$ cat src/design/plct_pkg.sv
package plct_pkg;

  // field widths fixed by the interface
  localparam int CMD_W  = 2;
  localparam int CH_W   = 4;
  localparam int CNT_W  = 8;
  localparam int DATA_W = 32;
  localparam int STAT_W = 3;

  // command codes
  localparam logic [CMD_W-1:0] CMD_ALLOC   = 2'd0;
  localparam logic [CMD_W-1:0] CMD_SET     = 2'd1;
  localparam logic [CMD_W-1:0] CMD_CONVERT = 2'd2;

  // status codes
  localparam logic [STAT_W-1:0] ST_OK        = 3'd0;
  localparam logic [STAT_W-1:0] ST_COUNT     = 3'd1;
  localparam logic [STAT_W-1:0] ST_FULL      = 3'd2;
  localparam logic [STAT_W-1:0] ST_OVERWRITE = 3'd3;
  localparam logic [STAT_W-1:0] ST_EQUAL_X   = 3'd4;

  // one segment table row
  typedef struct packed {
    logic signed [DATA_W-1:0] brk;
    logic signed [DATA_W-1:0] offset;
    logic signed [DATA_W-1:0] slope;
  } seg_entry_t;

  // divider handshake towards the sequencer
  typedef struct packed {
    logic                     done;
    logic signed [DATA_W-1:0] quot;
  } div_rsp_t;

endpackage

$ cat src/design/plct_div.sv
module plct_div (
  input  logic                 clk,
  input  logic                 rst_n,
  input  logic                 start,
  input  logic signed [64:0]   dividend,
  input  logic signed [32:0]   divisor,
  output plct_pkg::div_rsp_t   rsp
);
  import plct_pkg::*;

  logic        busy_r;
  logic        done_r;
  logic [5:0]  cnt_r;
  logic [63:0] q_r;
  logic [32:0] rem_r;
  logic [32:0] dvs_r;
  logic        neg_r;

  logic [64:0] dvd_abs;
  logic [32:0] dvs_abs;
  logic [33:0] rem_sh;
  logic        take;

  assign dvd_abs = dividend[64] ? 65'(-dividend) : 65'(dividend);
  assign dvs_abs = divisor[32] ? 33'(-divisor) : 33'(divisor);

  // one restoring step per cycle
  assign rem_sh = {rem_r, q_r[63]};
  assign take   = rem_sh >= {1'b0, dvs_r};

  always_ff @(posedge clk) begin
    if (!rst_n) begin
      busy_r <= 1'b0;
      done_r <= 1'b0;
      cnt_r  <= '0;
    end else begin
      done_r <= 1'b0;
      if (start) begin
        busy_r <= 1'b1;
        cnt_r  <= '0;
        q_r    <= dvd_abs[63:0];
        rem_r  <= '0;
        dvs_r  <= dvs_abs;
        neg_r  <= dividend[64] ^ divisor[32];
      end else if (busy_r) begin
        rem_r <= take ? 33'(rem_sh - {1'b0, dvs_r}) : rem_sh[32:0];
        q_r   <= {q_r[62:0], take};
        cnt_r <= cnt_r + 6'd1;
        if (cnt_r == 6'd63) begin
          busy_r <= 1'b0;
          done_r <= 1'b1;
        end
      end
    end
  end

  // truncated quotient, saturated to 32 bits signed
  always_comb begin
    rsp.done = done_r;
    if (neg_r) begin
      if (q_r > 64'h0000_0000_8000_0000) begin
        rsp.quot = 32'sh8000_0000;
      end else begin
        rsp.quot = 32'(-q_r);
      end
    end else begin
      if (q_r > 64'h0000_0000_7FFF_FFFF) begin
        rsp.quot = 32'sh7FFF_FFFF;
      end else begin
        rsp.quot = q_r[31:0];
      end
    end
  end

endmodule

$ cat config.mk
export PLATFORM = sky130hd
export DESIGN_NAME = plct_div
export DESIGN_NICKNAME = d
export VERILOG_FILES = /design/src/design/plct_pkg.sv /design/src/design/plct_div.sv
export SDC_FILE = /design/constraint.sdc
export NUM_CORES = 1
export LEC_CHECK = 0
export BUFFER_PORTS_ARGS = -buffer_cell sky130_fd_sc_hd__buf_2
export CAP_MARGIN = 40
export CORE_UTILIZATION = 45
export CTS_BUF_LIST = sky130_fd_sc_hd__clkbuf_4 sky130_fd_sc_hd__clkbuf_8 sky130_fd_sc_hd__clkbuf_16
export DETAILED_ROUTE_END_ITERATION = 10
export PLACE_DENSITY_LB_ADDON = 0.15
export SETUP_SLACK_MARGIN = 0.2
export SKIP_LAST_GASP = 1
export SLEW_MARGIN = 15
export SYNTH_ARGS = -nofsm -noshare
export SYNTH_HDL_FRONTEND = slang
export SYNTH_SLANG_ARGS = --single-unit
$ cat constraint.sdc
create_clock -name clk -period 5.9 [get_ports clk]
set_input_delay 0.885 -clock clk [delete_from_list [all_inputs] [get_ports clk]]
set_output_delay 0.885 -clock clk [all_outputs]
set_load 0.02 [all_outputs]
==> impl_metrics.ini, run 1 <==
[run_status]
outcome = finished, final reports clean

[synthesis]
yosys_warnings = 0
synthArstFlopShare_pct = 0
synth_cell_types = 60
synth-edff-count = 131
syn_area_sq_um = 10300
ys_ff_latch = 139
synth_cells = 1192
ys_seq_area_share_pct = 39.6
ys.flop_type = edfxtp_1
syn_nets = 1331
syn_avg_cell_area_sq_um = 8.67

[power_and_ir_drop]
cellPowerDensity_nw_per_um2 = 262
p_int_mw = 2.19
p_sw_share_pct = 29.9
clockPowerShare_pct = 35.6
seqPwrFrac_pct = 39.9
peakVddDrop_mv = 0.214
total_leakage_power_nw = 4.55
p_total_mw = 3.12
p_comb_share_pct = 24.6
power.switching_mw = 0.931

[layout]
finalNonFillerCells = 1596
fillers = 2118
diodes = 0
drive_above_1_share_pct = 15.4
nets = 1437
area_growth_pct = 15.3

[timing]
rsz0062_at_grt = no
hold_ws_ps = 501
slew_headroom_pct = 44.9
clock_skew_ps = 9.51
tns_ps = 0
fin_crit_sh_pct = 87.8
worst_slew_pin_slew_ps = 806
max_freq_mhz = 193
hold_violations = 0
slew_violations = 0
period_minus_slack_ps = 5180
setup_viol = 0

[setup_path]
critical_path.max_fanout = 6
rr_worst_depth = 13
end_kind = output pin
cp_cell_sequence = or4_1, or4b_1, or4_1, or3_1, or3_1, or3_1, nor3_1, xnor2_1, o21a_1, buf_2
cp_slowest_stage_delay_ps = 590
crit_buf_inv = 1
critPathLaunch = q_r[13]
rr_startpoint = q_r[63]
crit_path_frequent_cell = or3_1
critPathTopFamily = simple AND/OR/NAND/NOR gates
critPathKind = reg -> out
cp_slowest_cell = or4b_1
crit_arrival_ps = 4290
reg2reg_to = rem_r[31]
reg2reg_slack_ps = 1600
cp.required_ps = 5020
worst_setup_path_start_kind = register

[clock_tree]
clk_latency_ps = 420
clockBufferDepth = 2
clk_pin_slew_worst_paths_ps = 60
post-cts-setup-buffers = 0
htree_num_levels = 4
holdBufCountCts = 0
cts_tree = built
root_buffer = clkbuf_16
cts_sinks = 139
cts-resized-gates = 0
cts_buffers = 17

[placed_design]
portBuffers = 133
dpl.hpwl_um = 18900
place_inst = 1564
globalplace.congestion = 0.890

[grt]
grt_max_degree = 86
grt_pass1_wl_um = 42800
track_usage_pct = 22.5
gr-usage-met3_pct = 3.16
antenna_found_initial = 0
grt_util_met1_pct = 31.4
grt_overflow = 0
grt_use_met2_pct = 35.9
grt_busiest_layer = met2
grt_pass1_vias = 8470

[drt]
viasPerCell = 5.69
wl_um = 25800
drt-pass1-iter-count = 5
drcViolationCount = 0
antenna_left = 0
dr.first_iter.drc_count = 673
via_count = 9083
wl_per_cell_um = 16.1

[min_path]
hold_depth = 2
min_to = cnt_r[5]
hold_class = reg -> reg
worstHoldStart = cnt_r[5]

[floorplan]
rows = 55
coreArea_sq_um = 22600
die_x_um = 154
io_pins = 134
chipHeight_um = 154
dieArea_sq_um = 23600
initial_core_util_pct = 45.8

[job]
maxCapViolations = 0
[per-stage QoR]
stage | setup slack, ps | instance area (sq um) | util [%]
global route | 492 | 11900 | 52.8
global placement | 1190 | 11200 | 49.7
floorplan | 1440 | 10300 | -
detailed placement | 1190 | 11300 | 50.0
CTS | 716 | 11900 | 52.8
finish | 722 | 11900 | 52.8
[power by group through the flow]
stage | registers (mW) | clock network (mW) | logic [mW]
after floorplan | 1.25 | 0 | 0.555
after global placement | 1.26 | 0 | 0.750
after detailed placement | 1.26 | 0 | 0.764
after CTS | 1.24 | 1.13 | 0.768
after global routing | 1.25 | 1.16 | 0.865
final | 1.24 | 1.11 | 0.765
[cells in the mapped netlist (26+ instances only)]
library cell  count  area [sq um]
inv_1            60           225
nor2_1          104           390
o21ai_0          75           375
xnor2_1          57           499
nor3_1           26           130
or3_1            31           194
a21oi_1         125           626
xor2_1           64           561
nand2_1         149           559
ha_1             37           463
edfxtp_1        131          3930
clkbuf_1         53           199
[placed cells by master, fill, tap and decap left out, drive strengths merged, types with 37 or more instances in the layout]
| master | netlist | final |
|---|---|---|
| ha | 37 | 37 |
| nor2 | 104 | 104 |
| xnor2 | 57 | 57 |
| inv | 60 | 64 |
| xor2 | 64 | 64 |
| a21oi | 125 | 125 |
| nand2 | 149 | 149 |
| o21ai | 76 | 76 |
| buf | 6 | 146 |
| edfxtp | 131 | 131 |
[area by class of cell]
| type | count | area [sq um] | area share [%] |
|---|---|---|---|
| well taps | 285 | 357 | 2.99 |
| clock inverters | 6 | 37.5 | 0.315 |
| clock buffers | 26 | 588 | 4.94 |
| flip-flops and latches | 139 | 4090 | 34.4 |
| repair buffers | 146 | 813 | 6.83 |
| inverters | 60 | 225 | 1.89 |
| multi-input cells | 934 | 5800 | 48.7 |
[flip-flops by register name (all words and copies together) (netlist names)]
| register | flops |
|---|---|
| neg_r | 1 |
| done_r | 1 |
| dvs_r | 33 |
| q_r | 64 |
| busy_r | 1 |
| rem_r | 33 |
| cnt_r | 6 |
[kinds of logic after synthesis]
| kind of cell | after synthesis | share of synthesized area, % |
|---|---|---|
| AO/OA/AOI/OAI | 327 | 19.5 |
| XOR/XNOR | 121 | 10.3 |
| adder cells (fa/ha/maj) | 38 | 4.67 |
| buffers and inverters | 119 | 4.36 |
| flip-flops | 139 | 39.6 |
| multiplexers | 10 | 1.04 |
| AND/OR/NAND/NOR | 438 | 20.6 |
[how the worst max path moves through the flow]
stage,end,cells after the start
6_report,rsp[31],10
5_1_grt,rsp[31],10
4_1_cts,rsp[31],10
3_5_place_dp,rsp[31],10
3_3_place_gp,q_r[63],10
2_1_floorplan,rsp[31],9
[per-layer routing]
layer | wire length [um] | vias to the layer above
met5 | 0 | -
met1 | 12300 | 4232
li1 | - | 4592
met3 | 1180 | 31
met4 | 422 | 0
met2 | 11900 | 228
[worst register-to-register path: stages, from the launching register on]
cell and delay [ps]:
edfxtp_1 440, inv_1 90, ha_1 150, inv_1 50
fa_1 400, a21oi_1 290, o211ai_1 140, a21oi_1 440
a31oi_1 220, a21boi_0 430, a21o_1 220, and2_1 500
a2111oi_0 150, or4_1 510
Note: power is estimated with default switching activity, not from simulation.
==> run 2: changes to the inputs <==
- RECOVER_POWER: unset -> 100
==> impl_metrics.ini, run 2 (synthesized netlist as in run 1, its figures left out) <==
[layout]
area_growth_pct = 14.1
final_common_cell = nand2_1
largest_reg_flops = 64
final_cell_mix = 149 x nand2_1, 131 x edfxtp_1, 125 x a21oi_1
reg.largest.list = q_r (64), dvs_r (33), rem_r (33)
nets = 1437
top_register = q_r
diodes = 0
drive_above_1_share_pct = 11.7
final_util_pct = 52.2

[drt]
dr.first_iter.drc_count = 702
wl_um = 25800
drcViolationCount = 0
viasPerCell = 5.69
antenna_left = 0
wl_per_cell_um = 16.2
via_count = 9079
drt-pass1-iter-count = 5

[clock_tree]
cts-resized-gates = 0
cts_buffers = 17
cts_sinks = 139
cts_tree = built
holdBufCountCts = 0
root_buffer = clkbuf_16
post-cts-setup-buffers = 0
clk_pin_slew_worst_paths_ps = 60
clockBufferDepth = 2
clk_latency_ps = 420
htree_num_levels = 4

[run_status]
outcome = complete, but fails checks
violations = max-capacitance violations, max-slew violations

[setup_path]
crit_arrival_ps = 4360
critPathKind = reg -> out
critical_path.max_fanout = 6
critPathLaunch = q_r[13]
worst_setup_path_start_kind = register
rr_startpoint = q_r[63]
cp.required_ps = 5020
end_kind = output pin

[placed_design]
place_ws_ps = 1190
portBuffers = 133
globalplace.congestion = 0.890
dpl.hpwl_um = 18900

[grt]
track_usage_pct = 22.5
grt_pass1_wl_um = 42800
antenna_found_initial = 0
grt_pass1_vias = 8470
grt_max_degree = 86
grt_overflow = 0

[floorplan]
coreArea_sq_um = 22600
io_pins = 134
chipHeight_um = 154
die_x_um = 154
initial_core_util_pct = 45.8
rows = 55
dieArea_sq_um = 23600

[job]
maxCapViolations = 4

[timing]
fin_crit_sh_pct = 88.9
setup_slack_ps = 654
slew_violations = 184
tns_ps = 0
clock_skew_ps = 8.42
period_minus_slack_ps = 5250
worst_slew_pin_slew_ps = 2430
slew_headroom_pct = -61.7
setup_viol = 0
hold_violations = 0
max_freq_mhz = 191
rsz0062_at_grt = no

[min_path]
hold_class = reg -> reg
worstHoldStart = cnt_r[5]

[power_and_ir_drop]
cellPowerDensity_nw_per_um2 = 264
peakVddDrop_mv = 0.214
total_leakage_power_nw = 4.42
## run 2: cell count changes in the layout (fill, tap and decap cells not counted), moves of 2 or more
cell	previous run	this run
clkbuf_1	0	43
or4_1	16	18
buf_4	11	3
buf_2	132	96
and2_1	6	4
and2_0	0	2
or4_4	3	1
clkbuf_2	0	2
## run 2: where the power goes
group / internal, mW / total [mW] / switching [mW]
clock network: 0.690 / 1.11 / 0.420
logic: 0.299 / 0.758 / 0.458
registers: 1.19 / 1.25 / 0.0542
total: 2.18 / 3.11 / 0.932
## run 2: final timing paths
check | to | slack [ps] | cells past startpoint
worst max-delay path | rsp[31] | 650 | 10
worst min-delay path | cnt_r[5] | 500 | 2
worst max register to register | rem_r[20] | 940 | 14
worst min register to register | cnt_r[5] | 500 | 2
## run 2: critical path: stages (launching register included)
cell	delay [ps]
edfxtp_1	450
or4_1	570
or4b_1	590
or4_1	560
or3_1	350
or3_1	350
or3_1	360
nor3_1	210
xnor2_1	160
o21a_1	120
clkbuf_1	230
## run 2: routing by layer
metal	up-vias	track usage (%)	share of wire, %
met5	-	0	0
met4	0	7.33	1.7
met3	33	3.16	4.3
met2	225	35.9	46
met1	4235	31.4	48
li1	4586	-	-
## run 2: layout make-up
cell class / instances / area, sq um
fillers: 2161 / 10800
clock inverters: 6 / 37.5
multi-input cells: 934 / 5770
clock buffers: 26 / 588
well taps: 285 / 357
flip-flops and latches: 139 / 4090
inverters: 60 / 225
repair buffers: 146 / 717
## run 2: per-stage QoR
stage	total power [mW]	cell area [sq um]	hold WS, ps	std cells
3_3_place_gp	2.01	11200	476	1561
6_report	3.11	11800	501	1596
4_1_cts	3.14	11900	497	1596
3_5_place_dp	2.03	11300	485	1564
2_1_floorplan	1.80	10300	458	1192
5_1_grt	3.28	11800	533	1596
